`config.mk`:
```
export PLATFORM = sky130hd
export DESIGN_NAME = lud_divider
export DESIGN_NICKNAME = d
export VERILOG_FILES = /design/src/design/lud_pkg.sv /design/src/design/lud_divider.sv
export SDC_FILE = /design/constraint.sdc
export NUM_CORES = 1
export LEC_CHECK = 0
export BUFFER_PORTS_ARGS = -buffer_cell sky130_fd_sc_hd__buf_2
export CAP_MARGIN = 10
export CORE_UTILIZATION = 60
export CTS_BUF_LIST = sky130_fd_sc_hd__clkbuf_16
export DETAILED_ROUTE_END_ITERATION = 8
export GPL_TIMING_DRIVEN = 0
export PLACE_DENSITY = 0.81
export SYNTH_ARGS = -nofsm -noshare
export SYNTH_HDL_FRONTEND = slang
export SYNTH_SLANG_ARGS = --single-unit
```
`constraint.sdc`:
```
create_clock -name clock -period 4.85 [get_ports clock]
set_clock_uncertainty 0.05 [all_clocks]
set_input_delay 0.2425 -clock clock [delete_from_list [all_inputs] [get_ports clock]]
set_output_delay 0.2425 -clock clock [all_outputs]
set_load 0.05 [all_outputs]
```
`src/design/lud_pkg.sv`:
```
// Package for the LU decomposer: widths and shared types.
// Used by lud_divider and lu_decomposer_top; depends on nothing.
package lud_pkg;
   localparam int unsigned WORD_W = 32;
   localparam int unsigned IDX_W = 3;
   localparam logic signed [WORD_W-1:0] S32_MAX = 32'sh7FFF_FFFF;
   localparam logic signed [WORD_W-1:0] S32_MIN = 32'sh8000_0000;

   typedef struct packed {
      logic sat;
      logic signed [WORD_W-1:0] value;
   } sat_word_type;
endpackage

```
`src/design/lud_divider.sv`:
```
// Restoring fixed-point divider, one quotient bit per cycle.
// Depends on lud_pkg. Gives (a * 2^FRAC_BITS) / d, truncated and saturated.
module lud_divider #(
   parameter int unsigned FRAC_BITS = 16
) (
   input  logic clock,
   input  logic reset,
   input  logic start,
   input  logic signed [lud_pkg::WORD_W-1:0] dividend,
   input  logic signed [lud_pkg::WORD_W-1:0] divisor,
   output logic done,
   output lud_pkg::sat_word_type quotient
);
   import lud_pkg::*;

   localparam int unsigned NUM_W = WORD_W + FRAC_BITS;
   localparam int unsigned CNT_W = $clog2(NUM_W + 1);

   logic [NUM_W-1:0] num_ff, num_in;
   logic [WORD_W:0] rem_ff, rem_in;
   logic [WORD_W-1:0] den_ff, den_in;
   logic [CNT_W-1:0] cnt_ff, cnt_in;
   logic neg_ff, neg_in, busy_ff, busy_in, done_ff, done_in;
   logic [WORD_W:0] trial;
   logic [WORD_W-1:0] mag_a;
   logic [NUM_W:0] qmag;
   logic signed [NUM_W+1:0] qs;

   always_comb begin
      mag_a = dividend[WORD_W-1] ? WORD_W'(-dividend) : WORD_W'(dividend);
      num_in = num_ff;
      rem_in = rem_ff;
      den_in = den_ff;
      cnt_in = cnt_ff;
      neg_in = neg_ff;
      busy_in = busy_ff;
      done_in = 1'b0;
      trial = {rem_ff[WORD_W-1:0], num_ff[NUM_W-1]};
      if (start) begin
         num_in = {mag_a, {FRAC_BITS{1'b0}}};
         rem_in = '0;
         den_in = divisor[WORD_W-1] ? WORD_W'(-divisor) : WORD_W'(divisor);
         neg_in = dividend[WORD_W-1] ^ divisor[WORD_W-1];
         cnt_in = CNT_W'(NUM_W);
         busy_in = 1'b1;
      end else if (busy_ff) begin
         if (trial >= {1'b0, den_ff}) begin
            rem_in = trial - {1'b0, den_ff};
            num_in = {num_ff[NUM_W-2:0], 1'b1};
         end else begin
            rem_in = trial;
            num_in = {num_ff[NUM_W-2:0], 1'b0};
         end
         cnt_in = cnt_ff - 1'b1;
         if (cnt_ff == CNT_W'(1)) begin
            busy_in = 1'b0;
            done_in = 1'b1;
         end
      end
   end

   always_ff @(posedge clock) begin
      if (reset) begin
         busy_ff <= 1'b0;
         done_ff <= 1'b0;
      end else begin
         busy_ff <= busy_in;
         done_ff <= done_in;
      end
      num_ff <= num_in;
      rem_ff <= rem_in;
      den_ff <= den_in;
      cnt_ff <= cnt_in;
      neg_ff <= neg_in;
   end

   always_comb begin
      qmag = {1'b0, num_ff};
      qs = neg_ff ? -$signed({1'b0, qmag}) : $signed({1'b0, qmag});
      quotient.sat = 1'b0;
      quotient.value = qs[WORD_W-1:0];
      if (qs > $signed({{(NUM_W+2-WORD_W){1'b0}}, S32_MAX})) begin
         quotient.sat = 1'b1;
         quotient.value = S32_MAX;
      end else if (qs < $signed({{(NUM_W+2-WORD_W){1'b1}}, S32_MIN})) begin
         quotient.sat = 1'b1;
         quotient.value = S32_MIN;
      end
   end

   assign done = done_ff;
endmodule

```
==> results of run 1 <==
## worst paths after layout
check / from / end / cells after the start
max: num_ff[18] / quotient[29] / 13
min: divisor[21] / den_ff[21] / 2
max reg2reg: den_ff[11] / rem_ff[14] / 12
min reg2reg: rem_ff[31] / rem_ff[31] / 2
## power breakdown
group	total, mW	internal [mW]	switching [mW]
logic	0.991	0.360	0.632
registers	1.25	1.18	0.0738
clock network	1.27	0.726	0.540
total	3.51	2.26	1.25
## registers in the layout, indices dropped and copies added, names as in the netlist
| name | count |
|---|---|
| done | 1 |
| cnt_ff | 6 |
| num_ff | 48 |
| busy_ff | 1 |
| den_ff | 32 |
| neg_ff | 1 |
| rem_ff | 32 |
## cell families (layout without fill, tap and decap cells)
kind of cell	Yosys count	after routing
AND/OR/NAND/NOR	322	322
XOR/XNOR	123	123
AO/OA/AOI/OAI	307	307
buffers and inverters	122	261
multiplexers	34	34
flip-flops	121	121
adder cells (fa/ha/maj)	38	38
## per-layer routing
metal  share of wire, %  routed length [um]
met1                 43               10300
met2                 49               11900
met3                5.1                1250
met4                3.4                 832
met5                  0                   0
## cell type report
cell class                 instances  area [um^2]  share of cell area (%)
tap                              211          264                    2.42
sequential                       121         3070                    28.2
clock buffer                      17          425                    3.90
inverter                          54          203                    1.86
clock inverter                    15          153                    1.40
buffer                            68          285                    2.62
timing repair buffer             107          578                    5.30
multi-input combinational        824         5920                    54.3
## stage by stage
| stage | setup WS, ns | std cells | cell area (um^2) | utilization, % | TNS [ns] |
|---|---|---|---|---|---|
| after global placement | 0.580 | 1378 | 10200 | 66.7 | 0 |
| after global routing | -0.00151 | 1417 | 10900 | 71.2 | -0.00151 |
| final | 0.183 | 1417 | 10900 | 71.2 | 0 |
| after detailed placement | 0.563 | 1378 | 10200 | 66.7 | 0 |
| after floorplan | 0.905 | 1067 | 9450 | - | 0 |
| after CTS | 0.138 | 1412 | 10800 | 70.6 | 0 |
## placed cells by master, fill, tap and decap left out, drive strengths merged, types with 9 or more instances in the layout
cell and count:
or4 16, a22o 26, inv 66, nor3 20, nand3 12, nand2b 16
a31oi 15, edfxtp 65, o21ai 98, nand4 11, mux2i 34, or3 27
a21o 19, xnor2 70, nor2 75, clkbuf 70, xor2 53, a211oi 15
o41ai 18, nor2b 9, nand2 81, dfxtp 56, nor4 12, o31ai 28
buf 120, ha 37, a21oi 30
## what timing repair did
action / in CTS / in global routing
setup buffers: 0 / 4
gates resized for setup: 0 / 5
hold buffers: 2 / 0
hold endpoints to repair: 3 / 0
setup endpoints to repair: 0 / 31
==> reports/qor.csv, run 1 <==
stage,metric,value,unit
status,status,"finished, final reports clean",
finish,layout cells sized above 1,17.2,%
sta,Final Max Slew Viols,0,
sta,period utilization,96.2,%
route,routed via count,8593,
grt,GR peak layer,met2,
setup_path,R2R setup slack,0.50,ns
sta,Slew HR,32.2,%
yosys,Post-Syn Area,9450,um^2
yosys,largest family of logic cells by synthesized area,compound AO/OA/AOI/OAI gates,
route,Initial DRT Pass Iterations,5,
yosys,Synth area leaders,"edfxtp_1 21%, dfxtp_1 12%, xnor2_1 6.5%",
setup_path,CP Class,reg -> out,
placed_design,hpwl dp,17.9,mm
power,Design Power,3.51,mW
sta,final hold violations,0,
yosys,Yosys reg bits,121,
worst_hold_path,Hold Path Class,in -> reg,
floorplanning,Initial Util,61.7,%
yosys,Synth Area in Simple Gates,18.7,%
clock_tree,CTS Buffer Depth,2,
clock_tree,H-tree depth,4,
yosys,most frequent cells after synthesis,"81 x nand2_1, 75 x nor2_1, 70 x xnor2_1, 67 x o21ai_0, 65 x edfxtp_1",
route,Routed WL per cell,17.1,um
yosys,sequential-to-total area share from yosys stat,32.5,%
yosys,number of synthesis warnings,0,
floorplanning,Die ar.,16300,um^2
clock_tree,CTS sink cnt,121,
setup_path,CP dominant cell by count,buf_4,
grt,met1 Usage GRT,36.9,%
yosys,post-synthesis xor/xnor area fraction,11.4,%
setup_path,startpoint types,register,
yosys,Yosys top cell area share,20.6,%
grt,first-pass GRT wire length,39.5,mm
yosys,syn_nets,1172,
grt,Total GRT Usage,30.6,%
sta,Hold WS,0.0659,ns
yosys,Mapped Avg Cell Area,8.86,um^2
clock_tree,CTS tree,yes,
floorplanning,I/O Pins,101,
route,"wirelength, routed",24.3,mm
clock_tree,Num CTS Buffers,17,
sta,minimum clock period,4.67,ns
finish,Area Growth Syn to Fin,15.3,%
floorplanning,number of placement rows,45,
finish,fillers,1227,
yosys,most instantiated library cell after synthesis,nand2_1,
yosys,synth unique cells,79,
clock_tree,"Clk pin slew, worst setup/hold paths",0.06,ns
setup_path,Worst path slowest cell,or4_4,
yosys,cells after synthesis,1067,
sta,Least-Margin Pin Slew,1.00,ns
placed_design,routability cong.,0.937,
route,DRC errors left,0,
grt,largest net degree at the start of global routing,36,
yosys,compound-gate portion of the synthesized area,23.5,%
setup_path,Critical Path Fanout Max,10,
grt,grt ovf,0,
setup_path,CP Buf/Inv Count,4,
route,ANT nets after route,0,
yosys,multiplexer area fraction after synthesis,3.60,%
clock_tree,clk_lat worst skew,0.43,ns
flow_run,max_cap viols,0,
grt,initial antenna violation count,0,
yosys,Yosys top cell by area,edfxtp_1,
power,P_leak,4.41,nW
sta,FMAX,0.214,GHz
setup_path,cells along the critical path,"or4_4, nor4b_4, buf_4, nand4_4, or4b_1, and3b_1, nor4b_2, nand4_1, o41ai_4, buf_4, buf_6, o211ai_2, buf_2",
placed_design,Port Buffers,100,
clock_tree,root buf cell,clkbuf_16,
finish,n_diodes,0,
setup_path,CP max stage delay,0.58,ns
floorplanning,Die Ht,128,um
yosys,async set-reset flop share out of synthesis,0,%
yosys,Post-synth top flop,edfxtp_1,
power,Power per Cell Area,322,nW/um^2
grt,vias in the first global route,8167,
grt,met2 global-route usage,54.3,%
power,Peak VDD IR,0.000203,V
sta,final setup fails,0,
finish,nets,1298,
floorplanning,Placeable Area,15300,um^2
setup_path,Crit path required time,4.56,ns
route,via/cell ratio,6.06,
setup_path,Critical Path End Type,output pin,
floorplanning,DIE WIDTH,128,um
grt,met3 usage,4.31,%
yosys,Post-synth EDFFs,65,
setup_path,"Largest delay share family, worst path",simple AND/OR/NAND/NOR gates,
yosys,post-synthesis adder-cell area fraction,5.11,%
setup_path,CP Data Arrival Time,4.37,ns
route,1st-iter DRT viols,672,
Note: power is estimated with default switching activity, not from simulation.
==> inputs of run 2 (changes only) <==
--- a/config.mk
+++ b/config.mk
@@ -11,7 +11,8 @@
 export CTS_BUF_LIST = sky130_fd_sc_hd__clkbuf_16
 export DETAILED_ROUTE_END_ITERATION = 8
 export GPL_TIMING_DRIVEN = 0
-export PLACE_DENSITY = 0.81
+export PLACE_DENSITY_LB_ADDON = 0.12
+export REMOVE_ABC_BUFFERS = 1
 export SYNTH_ARGS = -nofsm -noshare
 export SYNTH_HDL_FRONTEND = slang
 export SYNTH_SLANG_ARGS = --single-unit
==> run 2 against run 1 <==
Against the previous run: die area unchanged; critical path type unchanged; clock-buffer cell count up 2; first-iteration DRC count down 31%; critical path depth down 1; critical endpoint is now quotient[10]; worst setup slack better by 0.054 ns; sequential share of layout area up 0.51 points; clock power down 10%; register-to-register slack better by 0.08 ns.
==> reports/qor.csv, run 2 (synthesized netlist as in run 1, its figures left out) <==
stage,metric,value,unit,change
sta,RSZ-0062 raised after global routing,false,,
grt,vias in the first global route,7542,,-7.7%
flow_run,max_cap viols,0,,unchanged
placed_design,placed insts,1317,,-4.4%
clock_tree,CTS Buffer Depth,2,,unchanged
setup_path,CP Data Arrival Time,4.32,ns,-0.05 ns
sta,period utilization,95.1,%,-1.1 points
floorplanning,number of placement rows,45,,unchanged
sta,minimum clock period,4.61,ns,-0.0539 ns
finish,"most common cell after layout, fill and taps aside",buf_2,,
setup_path,R2R setup slack,0.58,ns,+0.08 ns
setup_path,Critical Path End,quotient[10],,
finish,layout cells sized above 1,17.8,%,+0.62 points
power,Peak VDD IR,0.000231,V,+14%
setup_path,Crit path required time,4.56,ns,about the same
finish,area occupied by multi-input gates,5920,um^2,about the same
sta,FMAX,0.217,GHz,+1.2%
worst_hold_path,Hold Path Class,in -> reg,,
floorplanning,I/O Pins,101,,unchanged
sta,post-route setup slack,0.237,ns,+0.0539 ns
power,Power per Cell Area,313,nW/um^2,-2.6%
setup_path,startpoint types,register,,
setup_path,reg2reg end,rem_ff[10],,
finish,fillers,1270,,+3.5%
finish,nets,1239,,-4.5%
clock_tree,clk_lat worst skew,0.42,ns,about the same
clock_tree,"Clk pin slew, worst setup/hold paths",0.06,ns,about the same
grt,grt ovf,0,,unchanged
sta,Final Max Slew Viols,0,,unchanged
route,via/cell ratio,5.97,,-1.6%
status,status,"finished, final reports clean",,
grt,first-pass GRT wire length,35.6,mm,-9.9%
setup_path,Reg-to-Reg Start,den_ff[10],,
route,Routed WL per cell,15.8,um,-7.5%
sta,Hold WS,0.0766,ns,+0.0107 ns
clock_tree,CTS tree,yes,,
route,ANT nets after route,0,,unchanged
floorplanning,DIE WIDTH,128,um,unchanged
setup_path,CP dominant cell by count,buf_6,,
finish,Area Growth Syn to Fin,13.4,%,
finish,"commonest cells after routing, fill and taps aside","99 x buf_2, 81 x nand2_1, 74 x nor2_1",,
placed_design,Port Buffers,100,,unchanged
route,Initial DRT Pass Iterations,5,,unchanged
placed_design,hpwl dp,15.2,mm,-15%
floorplanning,Placeable Area,15300,um^2,unchanged
setup_path,Critical Path End Type,output pin,,
placed_design,DP Area,10100,um^2,-1.3%
sta,Least-Margin Pin Slew,0.921,ns,-0.0835 ns
clock_tree,root buf cell,clkbuf_16,,
sta,final setup fails,0,,unchanged
finish,Sequential Area,3080,um^2,+0.12%
floorplanning,Die ar.,16300,um^2,unchanged
grt,Total GRT Usage,27.4,%,-3.2 points
grt,largest net degree at the start of global routing,91,,+150%
finish,Top reg by flops,num_ff,,
sta,Setup TNS,0,ns,unchanged
route,"wirelength, routed",21.5,mm,-11%
sta,final hold violations,0,,unchanged
setup_path,cells along the critical path,"or4_1, nor3_2, nand4_4, or4b_1, and3b_1, nor4b_2, nand4_1, o41ai_4, buf_6, buf_6, o21ai_2, buf_2",,
setup_path,critical path startpoint,num_ff[24],,
setup_path,R2R cell count,10,,-2
finish,non-filler instance count after layout,1358,,-4.2%
setup_path,Worst path slowest cell,or4_1,,
sta,Slew HR,38.0,%,+5.8 points
clock_tree,Num CTS Buffers,17,,unchanged
placed_design,dpl ws,0.175,ns,-0.387 ns
floorplanning,Die Ht,128,um,unchanged
route,routed via count,8107,,-5.7%
setup_path,CP Class,reg -> out,,
clock_tree,CTS sink cnt,121,,unchanged
setup_path,Critical Path Fanout Max,13,,+3
route,1st-iter DRT viols,467,,-31%
finish,Finished Cell Area,10700,um^2,-1.7%
placed_design,routability cong.,0.854,,-8.9%
route,DRC errors left,0,,unchanged
power,P_leak,4.37,nW,-0.81%
finish,n_diodes,0,,unchanged
finish,biggest regs,"num_ff (48), den_ff (32), rem_ff (32)",,
floorplanning,Initial Util,61.7,%,unchanged
clock_tree,H-tree depth,4,,unchanged
setup_path,CP max stage delay,0.61,ns,+0.03 ns
finish,Largest register FFs,48,,unchanged
grt,initial antenna violation count,0,,unchanged
==> run 2: how the worst min path moves through the flow <==
stage / start / end / slack, ns / cells past startpoint
2_1_floorplan: start / cnt_ff[0] / 0.26 / 1
3_3_place_gp: reset / busy_ff / 0.37 / 2
3_5_place_dp: reset / busy_ff / 0.37 / 2
6_report: divisor[21] / den_ff[21] / 0.08 / 2
4_1_cts: divisor[21] / den_ff[21] / 0.06 / 2
5_1_grt: divisor[21] / den_ff[21] / 0.08 / 2
==> run 2: layout make-up <==
class / instances / area share [%]
clock buffer: 19 / 4.43
clock inverter: 13 / 0.548
inverter: 54 / 1.89
multi-input combinational: 824 / 55.2
sequential: 121 / 28.7
tap: 211 / 2.46
timing repair buffer: 116 / 6.75
==> run 2: repair_timing <==
item / in CTS / in global routing
endpoints found under the hold margin: 3 / 0
pin swaps: 1 / 1
cloned: 0 / 0
hold buffers: 2 / 0
setup endpoints to repair: 25 / 14
resized for setup: 0 / 1
setup buffers: 1 / 5
==> run 2: routing by layer <==
layer | part of all wire [%] | vias to the layer above | track usage, % | routed length, um
li1 | - | 4088 | - | -
met1 | 46 | 3799 | 34.0 | 9880
met2 | 49 | 183 | 47.9 | 10500
met4 | 2.0 | 0 | 9.73 | 421
met3 | 3.4 | 37 | 4.56 | 723
met5 | 0 | - | 0 | 0
==> run 2: where the power goes <==
group	switching (mW)	internal (mW)
clock	0.444	0.696
sequential	0.0996	1.18
combinational	0.576	0.364
==> run 2: stage by stage <==
stage | util [%] | total power [mW]
floorplan | - | 1.96
global placement | 64.9 | 2.19
detailed placement | 65.9 | 2.22
CTS | 69.5 | 3.36
global route | 70.0 | 3.53
finish | 70.0 | 3.36
==> run 2: worst max-delay path, delay by kind of cell, from the launching register on <==
kind	cells	cell delay, ns
AOI/OAI and AO/OA	2	0.51
DFF	1	0.45
buffers and inverters	3	0.56
and+or+nand+nor	7	2.37
==> inputs of run 3 (changes only) <==
--- a/config.mk
+++ b/config.mk
@@ -5,14 +5,15 @@
 export SDC_FILE = /design/constraint.sdc
 export NUM_CORES = 1
 export LEC_CHECK = 0
+export ABC_AREA = 1
 export BUFFER_PORTS_ARGS = -buffer_cell sky130_fd_sc_hd__buf_2
 export CAP_MARGIN = 10
-export CORE_UTILIZATION = 60
+export CORE_MARGIN = 5
+export CORE_UTILIZATION = 61
 export CTS_BUF_LIST = sky130_fd_sc_hd__clkbuf_16
 export DETAILED_ROUTE_END_ITERATION = 8
 export GPL_TIMING_DRIVEN = 0
 export PLACE_DENSITY_LB_ADDON = 0.12
-export REMOVE_ABC_BUFFERS = 1
 export SYNTH_ARGS = -nofsm -noshare
 export SYNTH_HDL_FRONTEND = slang
 export SYNTH_SLANG_ARGS = --single-unit
==> run 3 against run 2 <==
Against the previous run: routed wire length increased by 34%; area after synthesis rose by 5.0%; non-clock buffer count increased by 25; worst setup slack gained 1.3 ns; critical path depth up 3; die area is 16% higher; register-to-register slack improved by 1.2 ns; cell count rose by 35%; first-iteration DRC count grew 76%; largest cell class unchanged; sequential share of layout area shrank 1.5 points; fmax grew 40%; sequential cell count stayed put.
==> reports/qor.csv, run 3 <==
stage,metric,value,unit,change
status,status,"finished, final reports clean",,
finish,area occupied by multi-input gates,5970,um^2,+0.85%
setup_path,R2R setup slack,1.78,ns,+1.20 ns
worst_hold_path,Hold EP,den_ff[16],,
yosys,synth unique cells,51,,-35%
worst_hold_path,hold depth,2,,unchanged
yosys,cells after synthesis,1483,,+39%
clock_tree,Num CTS Buffers,17,,unchanged
finish,non-filler instance count after layout,1832,,+35%
grt,initial antenna violation count,1,,+1
sta,Setup TNS,0,ns,unchanged
clock_tree,Post-CTS Setup Inserts,0,,-1
floorplanning,I/O Pins,101,,unchanged
sta,Least-Margin Pin Slew,0.868,ns,-0.0530 ns
sta,Slew HR,42.1,%,+4.2 points
power,total net switching power,1.14,mW,+2.1%
grt,first-pass GRT wire length,46.3,mm,+30%
route,DRC errors left,0,,unchanged
route,routed via count,10200,,+26%
flow_run,max_cap viols,0,,unchanged
sta,post-route setup slack,1.56,ns,+1.32 ns
grt,Total GRT Usage,31.0,%,+3.6 points
placed_design,dpl ws,1.83,ns,+1.66 ns
power,P_int,2.12,mW,-5.1%
worst_hold_path,worst hold start,divisor[16],,
placed_design,Port Buffers,98,,-2.0%
sta,RSZ-0062 raised after global routing,false,,
yosys,sequential-to-total area share from yosys stat,30.9,%,-1.6 points
worst_hold_path,Hold Path Class,in -> reg,,
sta,final hold violations,0,,unchanged
setup_path,Critical Path Fanout Max,10,,-3
sta,final setup fails,0,,unchanged
power,combinational power share,24.7,%,-3.3 points
sta,Final Max Slew Viols,0,,unchanged
floorplanning,Placeable Area,15900,um^2,+4.1%
floorplanning,number of placement rows,46,,+2.2%
placed_design,placed insts,1797,,+36%
yosys,Synth area leaders,"edfxtp_1 20%, nand2_1 15%, dfxtp_1 11%",,
clock_tree,clk_lat worst skew,0.43,ns,about the same
finish,Largest register FFs,48,,unchanged
finish,layout cells sized above 1,12.6,%,-5.2 points
power,net switching fraction of the power,35.0,%,+1.6 points
clock_tree,"Clk pin slew, worst setup/hold paths",0.07,ns,about the same
yosys,Mapped Avg Cell Area,6.70,um^2,-24%
floorplanning,DIE WIDTH,138,um,+7.9%
clock_tree,H-tree depth,4,,unchanged
yosys,Yosys top cell by area,edfxtp_1,,
sta,FMAX,0.304,GHz,+40%
power,sequential fraction of design power,36.7,%,-1.3 points
finish,Top reg by flops,num_ff,,
yosys,Post-synth top flop,edfxtp_1,,
setup_path,CP Class,reg -> out,,
sta,period utilization,67.9,%,-27 points
setup_path,Crit path required time,4.56,ns,about the same
setup_path,Reg-to-Reg Start,num_ff[47],,
floorplanning,Die Ht,138,um,+7.9%
setup_path,startpoint types,register,,
sta,minimum clock period,3.29,ns,-1.32 ns
power,clock share of power,38.6,%,+4.6 points
yosys,most frequent cells after synthesis,"407 x nand2_1, 178 x nor2_1, 172 x inv_1, 84 x nand3_1, 74 x o21ai_0",,
power,Peak VDD IR,0.000308,V,+33%
power,P_leak,5.28,nW,+21%
setup_path,Critical Path End Type,output pin,,
floorplanning,Initial Util,62.3,%,+0.55 points
route,1st-iter DRT viols,820,,+76%
finish,fillers,1387,,+9.2%
finish,biggest regs,"num_ff (48), den_ff (32), rem_ff (32)",,
route,Initial DRT Pass Iterations,5,,unchanged
clock_tree,Resized cells post-CTS,0,,unchanged
yosys,Post-Syn Area,9930,um^2,+5.0%
yosys,async set-reset flop share out of synthesis,0,%,unchanged
clock_tree,CTS sink cnt,121,,unchanged
clock_tree,CTS tree,yes,,
yosys,Yosys top cell area share,19.7,%,-0.99 points
placed_design,hpwl dp,22.8,mm,+50%
grt,grt ovf,0,,unchanged
yosys,Yosys reg bits,121,,unchanged
yosys,number of synthesis warnings,0,,unchanged
setup_path,CP Data Arrival Time,3.00,ns,-1.32 ns
finish,"commonest cells after routing, fill and taps aside","407 x nand2_1, 178 x nor2_1, 172 x inv_1",,
route,via/cell ratio,5.59,,-6.4%
finish,Area Growth Syn to Fin,13.7,%,
setup_path,reg2reg end,rem_ff[20],,
yosys,most instantiated library cell after synthesis,nand2_1,,
route,Routed WL per cell,15.7,um,-0.56%
clock_tree,root buf cell,clkbuf_16,,
yosys,syn_nets,1588,,
floorplanning,Die ar.,18900,um^2,+16%
grt,largest net degree at the start of global routing,42,,-54%
setup_path,R2R cell count,12,,+2
finish,"most common cell after layout, fill and taps aside",nand2_1,,
finish,Sequential Area,3070,um^2,-0.12%
yosys,Post-synth EDFFs,65,,unchanged
grt,vias in the first global route,9687,,+28%
power,Power per Cell Area,289,nW/um^2,-7.6%
placed_design,routability cong.,1.05,,+23%
route,"wirelength, routed",28.8,mm,+34%
clock_tree,CTS Buffer Depth,2,,unchanged
finish,nets,1707,,+38%
route,ANT nets after route,0,,unchanged
[run 3: changes by cell type after synthesis, sizes merged, moves of 34 or more]
| cell | previous run | this run |
|---|---|---|
| nand3 | 12 | 87 |
| nand2 | 81 | 437 |
| nor2 | 75 | 192 |
| inv | 54 | 175 |
| a21oi | 30 | 74 |
| xnor2 | 70 | 27 |
| mux2i | 34 | 0 |
[run 3: stage by stage]
| step | hold WS [ns] | utilization [%] | total power, mW | instance area, um^2 |
|---|---|---|---|---|
| after floorplan | 0.262 | - | 1.79 | 9930 |
| after global placement | 0.366 | 67.1 | 2.00 | 10700 |
| after detailed placement | 0.372 | 67.1 | 2.01 | 10700 |
| after CTS | 0.0720 | 70.8 | 3.26 | 11300 |
| after global routing | 0.0873 | 70.8 | 3.40 | 11300 |
| final | 0.0787 | 70.8 | 3.27 | 11300 |
[run 3: final cells by class]
cell class              count  share of cell area (%)
repair buffers            100                    4.52
plain buffers              41                    1.97
inverters                 177                    5.88
well taps                 216                    2.39
flip-flops and latches    121                    27.2
clock inverters            15                    1.37
diodes                      1                  0.0222
clock buffers              17                    3.77
multi-input cells        1144                    52.9
[run 3: power groups by stage]
stage	logic [mW]	clock network (mW)	registers (mW)
floorplan	0.585	0	1.21
global placement	0.780	0	1.22
detailed placement	0.790	0	1.22
CTS	0.797	1.26	1.20
global route	0.885	1.31	1.21
finish	0.806	1.26	1.20
[run 3: critical path, stage by stage, from the launching register on]
cell      delay (ns)
edfxtp_1        0.45
nor2_2          0.21
nand2_1         0.09
nor2_1          0.20
nor2_1          0.06
nor2_1          0.26
nand4_1         0.13
nand2_1         0.16
nand2_1         0.07
nor2_1          0.11
nand4_1         0.11
nand2_2         0.18
buf_8           0.17
nand2_2         0.05
nand2_2         0.05
buf_2           0.25
[run 3: kinds of logic (layout without fill, tap and decap cells)]
kind of cell,after synthesis,count (layout),share of synthesized area (%)
AOI/OAI and AO/OA,236,236,13.6
xor gates and xnor gates,85,85,7.50
adders and majority gates,38,38,4.86
buffers and inverters,218,350,8.92
DFF,121,121,30.9
other,0,1,0
and+or+nand+nor,785,785,34.1
[run 3: how the worst max path moves through the flow]
stage          startpoint      endpoint  cells after the start  slack, ns
6_report       num_ff[33]  quotient[27]                     15       1.56
5_1_grt         num_ff[0]  quotient[14]                     18       1.29
4_1_cts         num_ff[0]  quotient[27]                     18       1.53
3_5_place_dp   num_ff[47]    rem_ff[20]                     12       1.83
3_3_place_gp        start    num_ff[41]                      5       1.22
2_1_floorplan   num_ff[2]  quotient[10]                     13       2.01
[run 3: repair_timing]
action / 4_1_cts / 5_1_grt
endpoints found under the hold margin: 3 / 0
hold buffers: 2 / 0
endpoints found under the setup margin: 0 / 0
[run 3: layer usage]
metal | up-vias | share of wire, % | track usage (%)
met1 | 4612 | 39 | 36.1
li1 | 5121 | - | -
met2 | 411 | 50 | 55.8
met4 | 0 | 4.2 | 14.2
met3 | 92 | 6.2 | 4.60
met5 | - | 0 | 0
